### src/rtl/iplk_pkg.sv
// shared types and constants for the prefix class lookup
package iplk_pkg;

    localparam int TABLE_DEPTH = 256;
    localparam int CNT_W       = $clog2(TABLE_DEPTH + 1);
    localparam int NET_W       = 32;
    localparam int CLS_W       = 8;

    localparam logic MODE_INSERT = 1'b0;
    localparam logic MODE_LOOKUP = 1'b1;

    localparam logic [1:0] STATUS_STORED    = 2'd0;
    localparam logic [1:0] STATUS_DUPLICATE = 2'd1;
    localparam logic [1:0] STATUS_FULL      = 2'd2;

    typedef struct packed {
        logic             mode;
        logic [NET_W-1:0] range_start;
        logic [NET_W-1:0] range_end;
        logic [CLS_W-1:0] entry_class;
        logic [NET_W-1:0] lookup_address;
    } in_word_t;

    typedef struct packed {
        logic [CLS_W-1:0] class_out;
        logic             matched;
        logic [1:0]       insert_status;
    } out_word_t;

    typedef struct packed {
        logic             valid;
        logic [NET_W-1:0] network;
        logic [CLS_W-1:0] cls;
    } cell_ent_t;

    typedef enum logic [1:0] {
        ST_IDLE,
        ST_CMP,
        ST_RED
    } state_t;

endpackage

### src/rtl/iplk_cell.sv
// one table cell: holds an entry, compares against the key, shifts on insert
module iplk_cell
    import iplk_pkg::*;
(
    input  logic             clk,
    input  logic             rst_n,
    input  logic [NET_W-1:0] key,
    input  logic [CLS_W-1:0] new_class,
    input  logic             commit,
    input  cell_ent_t        prev_ent,
    input  logic             prev_le,
    input  logic             next_le,
    output cell_ent_t        ent,
    output logic             le,
    output logic             dup,
    output logic             hit,
    output logic [CLS_W-1:0] hit_class
);

    logic             valid_reg;
    logic             valid_next;
    logic [NET_W-1:0] net_reg;
    logic [NET_W-1:0] net_next;
    logic [CLS_W-1:0] cls_reg;
    logic [CLS_W-1:0] cls_next;
    logic             le_reg;
    logic             eq_reg;
    logic             cov_reg;

    always_ff @(posedge clk or negedge rst_n)
    begin
        if (!rst_n)
        begin
            valid_reg <= 1'b0;
            le_reg    <= 1'b0;
            eq_reg    <= 1'b0;
            cov_reg   <= 1'b0;
        end
        else
        begin
            valid_reg <= valid_next;
            le_reg    <= valid_reg && (net_reg <= key);
            eq_reg    <= valid_reg && (net_reg == key);
            cov_reg   <= (key & net_reg) == net_reg;
        end
    end

    always_ff @(posedge clk)
    begin
        net_reg <= net_next;
        cls_reg <= cls_next;
    end

    // an empty cell counts as above the key, so the insert point is the first cell not below
    always_comb
    begin
        valid_next = valid_reg;
        net_next   = net_reg;
        cls_next   = cls_reg;
        if (commit && !le_reg)
        begin
            if (prev_le)
            begin
                valid_next = 1'b1;
                net_next   = key;
                cls_next   = new_class;
            end
            else
            begin
                valid_next = prev_ent.valid;
                net_next   = prev_ent.network;
                cls_next   = prev_ent.cls;
            end
        end
    end

    assign ent.valid   = valid_reg;
    assign ent.network = net_reg;
    assign ent.cls     = cls_reg;
    assign le          = le_reg;
    assign dup         = eq_reg;
    // predecessor is the last cell at or below the key
    assign hit         = le_reg && !next_le && cov_reg;
    assign hit_class   = hit ? cls_reg : '0;

endmodule

### config.mk
export PLATFORM = sky130hd
export DESIGN_NAME = iplk_cell
export DESIGN_NICKNAME = d
export VERILOG_FILES = /design/src/rtl/iplk_pkg.sv /design/src/rtl/iplk_cell.sv
export SDC_FILE = /design/constraint.sdc
export NUM_CORES = 1
export LEC_CHECK = 0
export BUFFER_PORTS_ARGS = -buffer_cell sky130_fd_sc_hd__buf_2
export CAP_MARGIN = 10
export CORE_MARGIN = 8
export CORE_UTILIZATION = 51
export DETAILED_ROUTE_END_ITERATION = 10
export PLACE_DENSITY = 0.9
export SLEW_MARGIN = 20
export SYNTH_ARGS = -nofsm -noshare
export SYNTH_HDL_FRONTEND = slang
export SYNTH_SLANG_ARGS = --single-unit
### constraint.sdc
create_clock -name clk -period 7.85 [get_ports clk]
set_clock_uncertainty 0.1 [all_clocks]
set_input_delay 0.3925 -clock clk [delete_from_list [all_inputs] [get_ports clk]]
set_output_delay 0.3925 -clock clk [all_outputs]
set_load 0.02 [all_outputs]
==> results of run 1 <==
final cells by class:
cell class | count | area [um2]
fill | 449 | 1887
tap | 75 | 93.84
clock buffer | 5 | 68.82
inverter | 35 | 131.4
sequential | 44 | 1301
clock inverter | 3 | 42.54
multi-input combinational | 171 | 1603
timing repair buffer | 139 | 723.2
tightest hold or removal path: stages:
cell     delay (ps)
buf_2            70
nor2_1           30
a21oi_1         130
placed cells by master (no fill, tap or decap), types with 5 or more instances in the layout:
master	count
buf_2	137
ha_1	56
edfxtp_1	40
inv_1	34
mux2_2	32
a21oi_1	13
nand4_1	10
nor4_1	9
mux2_1	8
and2_1	8
nand3_1	6
nand2_1	5
clkbuf_8	5
through the flow:
step                      setup WS (ps)  std cells
final                              5823        472
after floorplan                    4969        256
after global placement             5871        462
after CTS                          5800        472
after global routing               5716        472
after detailed placement           5780        463
kinds of logic (layout without fill, tap and decap cells):
group	count (synthesis)	after routing	share of synthesized area, %
buf+inv	41	182	5.317
flops	44	44	42.54
compound gates	25	25	5.317
mux	40	40	14.72
simple gates	50	50	9.202
fa+ha+maj	56	56	22.90
power by group through the flow:
| stage | combinational, mW | clock [mW] | sequential [mW] |
|---|---|---|---|
| 2_1_floorplan | 0.0905 | 0 | 0.348 |
| 6_report | 0.202 | 0.177 | 0.312 |
| 3_5_place_dp | 0.203 | 0 | 0.318 |
| 4_1_cts | 0.204 | 0.182 | 0.313 |
| 5_1_grt | 0.223 | 0.187 | 0.317 |
| 3_3_place_gp | 0.190 | 0 | 0.317 |
metal layers:
metal  vias up  share of wire [%]  global-route usage (%)
met1      1159                 39                   19.60
met4         0                1.4                   4.966
li1       1208                  -                       -
met5         -                  0                       0
met2        92                 50                   30.38
met3        10                9.1                   6.490
final timing paths:
path / start / end / slack, ps / cells past startpoint
setup / recovery: le$_DFF_PN0_ / hit_class[2] / 5820 / 4
setup reg to reg: net_reg[30]$_DFFE_PP_ / le$_DFF_PN0_ / 5890 / 6
hold reg to reg: valid_reg$_DFFE_PN0P_ / valid_reg$_DFFE_PN0P_ / 520 / 2
hold / removal: prev_ent[40] / valid_reg$_DFFE_PN0P_ / 270 / 3
max in group asynchronous: rst_n / cov_reg$_DFF_PN0_ / 7180 / 2
min in group asynchronous: rst_n / dup$_DFF_PN0_ / 340 / 2
==> run summary, run 1 <==
status: finished clean
Synth area leader: edfxtp_1
cell count after synthesis: 256
core area: 5851 um2
post-CTS setup buffers: 0
Crit path largest cell delay: 430 ps
total track usage: 17.54%
Post-synth EDFFs: 40
Clock Pin Slew Worst Setup and Hold Paths: 90 ps
Clock power frac: 25.6%
CP Capture Type: primary output
Comb pwr share: 29.2%
Placer Congestion: 0.7826
worst vdd ir: 123.3 uV
max cap viols: 0
Crit path max-delay family: simple AND/OR/NAND/NOR gates
worst slew pin tran: 958.6 ps
P_leak: 1.968 nW
CP Class: flop to primary output
Die X: 93.45 um
Placement Cell Area: 3842 um2
Int Power: 473.2 uW
DRC: 0
synthesized area per cell: 11.95 um2
DR vias: 2469
WP data arrival: 1530 ps
Final min period: 2027 ps
main flop type after synthesis: edfxtp_1
CTS Hold Bufs: 1
Synth cell types: 29
Final setup viols: 0
H-Tree Depth: 2
TritonRoute pass-1 iters: 4
Rows: 28
Seq pwr share: 45.2%
Port-buffer cells: 137
Clock Tree Buf Depth: 2
Routed WL: 7.751 mm
Ys Warns: 0
Worst-Skew Late Latency: 290 ps
part of the cycle the worst path needs: 25.83%
detail-routed via count per cell: 5.231
crit-path max FO: 9
CTS buffer count: 5
critical path launch point type: flop
die area: 8733 um2
switching power: 218.3 uW
Layout area overhead: 29.57%
final HPWL from detailed placement: 6.473 mm
grt ovf: 0
share of the synthesized area in the top cell type: 39.26%
first-pass GRT wire length: 12.43 mm
sequential-to-total area share from yosys stat: 42.54%
largest net degree at the start of global routing: 42
hold_ws: 271.0 ps
NumNets Final: 538
Ports: 138
Bufs and invs on worst path: 1
drt wl/cell: 16.42 um
RSZ-0062 raised after global routing: false
total power: 691.5 uW
final core occ: 67.75%
crit path cell chain: nand2_1 > nor2_1 > and2_1 > buf_2
Critical Path RT: 7360 ps
fin area: 3964 um2
Die Ht: 93.45 um
fin. max-slew vios: 0
Hold Crit Class: input pin to flop
Mapped Area: 3059 um2
final hold violation count: 0
clock root buffer: clkbuf_8
Initial Util: 52.29%
CTS-repair resized insts: 0
1st-iter DRT viols: 58
syn nets: 398
Synth top cells by count: 56 x ha_1, 40 x edfxtp_1, 34 x inv_1
post-route ant nets: 0
most frequent cell after synthesis: ha_1
#FFs+latches synth: 44
final setup TNS: 0 ps
number of global-route vias before repair: 2734
number of diodes: 0
Power Density: 174.5 nW/um2
initial antenna violation count: 0
CTS tree: done
Slew HR: 36.10%
highest clock rate: 493.2 MHz
Largest register FFs: 32
clk sinks: 44
FFs w/ async S/R, synth: 9.091%
Worst path slowest cell: dfrtp_1
top cells by area, synth: edfxtp_1 39%, ha_1 23%, mux2_2 12%
Switching Share: 31.56%
layout cells sized above 1: 45.34%
Power figures use the tool's default switching activity.
==> run 2, diff against run 1 <==
--- a/config.mk
+++ b/config.mk
@@ -5,12 +5,13 @@
 export SDC_FILE = /design/constraint.sdc
 export NUM_CORES = 1
 export LEC_CHECK = 0
+export ABC_AREA = 1
 export BUFFER_PORTS_ARGS = -buffer_cell sky130_fd_sc_hd__buf_2
 export CAP_MARGIN = 10
 export CORE_MARGIN = 8
-export CORE_UTILIZATION = 51
+export CORE_UTILIZATION = 44
 export DETAILED_ROUTE_END_ITERATION = 10
-export PLACE_DENSITY = 0.9
+export PLACE_DENSITY = 0.82
 export SLEW_MARGIN = 20
 export SYNTH_ARGS = -nofsm -noshare
 export SYNTH_HDL_FRONTEND = slang
==> constraint.sdc (replaced) <==
create_clock -name clk -period 1.7 [get_ports clk]
set_clock_uncertainty 0.1 [all_clocks]
set_input_delay 0.085 -clock clk [delete_from_list [all_inputs] [get_ports clk]]
set_output_delay 0.085 -clock clk [all_outputs]
set_load 0.02 [all_outputs]
==> run summary, run 2 <==
H-Tree Depth: 2 (unchanged)
largest net degree at the start of global routing: 43 (was 42)
1st-iter DRT viols: 56 (was 58)
CP Class: input pin to flop (was flop to primary output)
critical path launch point type: input pin (was flop)
detail-routed via count per cell: 4.626 (was 5.231)
CP Capture Type: flop (was primary output)
Critical Path RT: 1650 ps (was 7360 ps)
top cells by area, synth: edfxtp_1 38%, ha_1 22%, nor2_1 6.1% (was edfxtp_1 39%, ha_1 23%, mux2_2 12%)
post-route ant nets: 0 (unchanged)
CTS tree: done (unchanged)
crit-path max FO: 1 (was 9)
Synth area leader: edfxtp_1 (unchanged)
Initial Util: 44.39% (was 52.29%)
Clock power frac: 21.7% (was 25.6%)
Hold EP: net_reg[13]$_DFFE_PP_ (was valid_reg$_DFFE_PN0P_)
TritonRoute pass-1 iters: 4 (unchanged)
Comb pwr share: 32.8% (was 29.2%)
Int Power: 2.110 mW (was 473.2 uW)
commonest non-fill, non-tap cell in the layout: buf_2 (unchanged)
Post-synth EDFFs: 40 (unchanged)
Seq pwr share: 45.5% (was 45.2%)
crit path cell chain: dlygate4sd3_1 > buf_2 > mux2_1 > dlygate4sd3_1 (was nand2_1 > nor2_1 > and2_1 > buf_2)
status: finished clean (unchanged)
Most common cell on crit path: dlygate4sd3_1
CTS-repair resized insts: 0 (unchanged)
Hold Crit Class: input pin to flop (unchanged)
Slew HR: 74.72% (was 36.10%)
part of the cycle the worst path needs: 95.99%
final core occ: 61.29% (was 67.75%)
Crit path max-delay family: buffers and inverters (was simple AND/OR/NAND/NOR gates)
Worst-Skew Late Latency: 300 ps (was 290 ps)
Mapped Area: 3151 um2 (was 3059 um2)
P_leak: 2.264 nW (was 1.968 nW)
R2R setup slack: 100 ps (was 5890 ps)
Die Ht: 100.6 um (was 93.45 um)
Clock Tree Buf Depth: 2 (unchanged)
final hold violation count: 0 (unchanged)
NumNets Final: 644 (was 538)
commonest cells after routing, fill and taps aside: 137 x buf_2, 56 x ha_1, 50 x inv_1, 50 x nor2_1, 40 x edfxtp_1 (was 137 x buf_2, 56 x ha_1, 40 x edfxtp_1, 34 x inv_1, 32 x mux2_2)
worst slew pin tran: 375.8 ps (was 958.6 ps)
Synth cell types: 25 (was 29)
switching power: 1.084 mW (was 218.3 uW)
WP data arrival: 1580 ps (was 1530 ps)
Ys Warns: 0 (unchanged)
layout cells sized above 1: 34.00% (was 45.34%)
core area: 7098 um2 (was 5851 um2)
Synth top cells by count: 56 x ha_1, 51 x nor2_1, 50 x inv_1 (was 56 x ha_1, 40 x edfxtp_1, 34 x inv_1)
Final min period: 1632 ps
die area: 10120 um2 (was 8733 um2)
cell count after synthesis: 331 (was 256)
Ports: 138 (unchanged)
DR vias: 2785 (was 2469)
Power Density: 734.2 nW/um2 (was 174.5 nW/um2)
number of global-route vias before repair: 2938 (was 2734)
RSZ-0062 raised after global routing: false (unchanged)
syn nets: 473 (was 398)
Routed WL: 8.648 mm (was 7.751 mm)
Placer Congestion: 0.8017 (was 0.7826)
clk sinks: 44 (unchanged)
Worst path slowest cell: dlygate4sd3_1 (was dfrtp_1)
Worst Hold Depth: 3 (unchanged)
Port-buffer cells: 137 (unchanged)
reg2reg path depth: 8 (was 6)
worst reg2reg endpoint: le$_DFF_PN0_ (unchanged)
clock root buffer: clkbuf_8 (unchanged)
Rows: 31 (was 28)
fin. max-slew vios: 0 (unchanged)
worst vdd ir: 406.8 uV (was 123.3 uV)
Clock Pin Slew Worst Setup and Hold Paths: 80 ps (was 90 ps)
sequential-to-total area share from yosys stat: 41.30% (was 42.54%)
Crit path largest cell delay: 550 ps (was 430 ps)
#FFs+latches synth: 44 (unchanged)
Bufs and invs on worst path: 3 (was 1)
total track usage: 17.48% (was 17.54%)
main flop type after synthesis: edfxtp_1 (unchanged)
CTS buffer count: 5 (unchanged)
drt wl/cell: 14.37 um (was 16.42 um)
Largest register FFs: 32 (unchanged)
Layout area overhead: 38.09% (was 29.57%)
FF-to-FF Start: net_reg[27]$_DFFE_PP_ (was net_reg[30]$_DFFE_PP_)
grt ovf: 0 (unchanged)
max cap viols: 0 (unchanged)
HP Start: prev_ent[21] (was prev_ent[40])
highest clock rate: 612.8 MHz
final setup TNS: 0 ps (unchanged)
FFs w/ async S/R, synth: 9.091% (unchanged)
synthesized area per cell: 9.518 um2 (was 11.95 um2)
initial antenna violation count: 0 (unchanged)
number of diodes: 0 (unchanged)
Switching Share: 33.93% (was 31.56%)
first-pass GRT wire length: 14.05 mm (was 12.43 mm)
DRC: 0 (unchanged)
Final setup viols: 0 (unchanged)
share of the synthesized area in the top cell type: 38.13% (was 39.26%)
Die X: 100.6 um (was 93.45 um)
final HPWL from detailed placement: 6.808 mm (was 6.473 mm)
most frequent cell after synthesis: ha_1 (unchanged)
-- run 2: worst reg2reg max path: stages (launching register included) --
cell and delay [ps]:
edfxtp_1 430, ha_1 320, nand2_1 70, nor2_1 150, nand2_1 110, nor2_2 160
nand2_1 70, nand2_1 50, nand2_1 40
-- run 2: kinds of logic after synthesis --
kind of cell,share of synthesized area (%)
simple gates,15.25
flops,41.30
buf+inv,8.935
fa+ha+maj,22.24
mux,3.098
compound gates,9.174
-- run 2: metal layers --
metal | share of wire [%] | wire length (um) | global-route usage (%)
met1 | 39 | 3403 | 18.01
met2 | 53 | 4553 | 33.37
met3 | 7.2 | 625 | 5.387
met4 | 0.76 | 66 | 3.837
met5 | 0 | 0 | 0
-- run 2: per-stage QoR --
stage / instance area [um2] / power [mW] / cells / setup WS (ps) / hold slack (ps)
after floorplan: 3158 / 2.088 / 331 / 50.22 / -310.6
after global routing: 4350 / 3.392 / 602 / 7.145 / 15.02
final: 4350 / 3.194 / 602 / 68.24 / 4.376
after detailed placement: 3928 / 2.464 / 561 / 117.4 / -206.0
after CTS: 4350 / 3.228 / 602 / 92.69 / 0.5830
after global placement: 3928 / 2.428 / 561 / 174.4 / -207.6
-- run 2: worst max path at each step --
| stage | from | endpoint | slack, ps | depth (start not counted) |
|---|---|---|---|---|
| 2_1_floorplan | le$_DFF_PN0_ | cls_reg[0]$_DFFE_PP_ | 50 | 1 |
| 3_3_place_gp | net_reg[27]$_DFFE_PP_ | le$_DFF_PN0_ | 170 | 8 |
| 3_5_place_dp | net_reg[15]$_DFFE_PP_ | le$_DFF_PN0_ | 120 | 10 |
| 4_1_cts | prev_ent[1] | cls_reg[1]$_DFFE_PP_ | 90 | 4 |
| 5_1_grt | net_reg[27]$_DFFE_PP_ | le$_DFF_PN0_ | 7 | 8 |
| 6_report | new_class[0] | cls_reg[0]$_DFFE_PP_ | 70 | 4 |
-- run 2: power groups by stage --
| stage | logic, mW | registers [mW] | clock network, mW |
|---|---|---|---|
| 2_1_floorplan | 0.481 | 1.61 | 0 |
| 3_3_place_gp | 0.964 | 1.46 | 0 |
| 3_5_place_dp | 0.985 | 1.48 | 0 |
| 4_1_cts | 1.06 | 1.45 | 0.717 |
| 5_1_grt | 1.17 | 1.47 | 0.752 |
| 6_report | 1.05 | 1.45 | 0.694 |
-- run 2: timing repair --
item,in CTS,in global routing
endpoints found under the hold margin,28,0
hold buffers,33,0
buffers inserted,0,0
-- run 2: layout make-up --
cell class                      count  area [um2]
Clock buffer                        6       82.58
Fill cell                         617        2748
Timing Repair Buffer              173        1051
Multi-Input combinational cell    223        1575
Sequential cell                    44        1301
Clock inverter                      2       10.01
Inverter                           55       206.4
Tap cell                           99       123.9
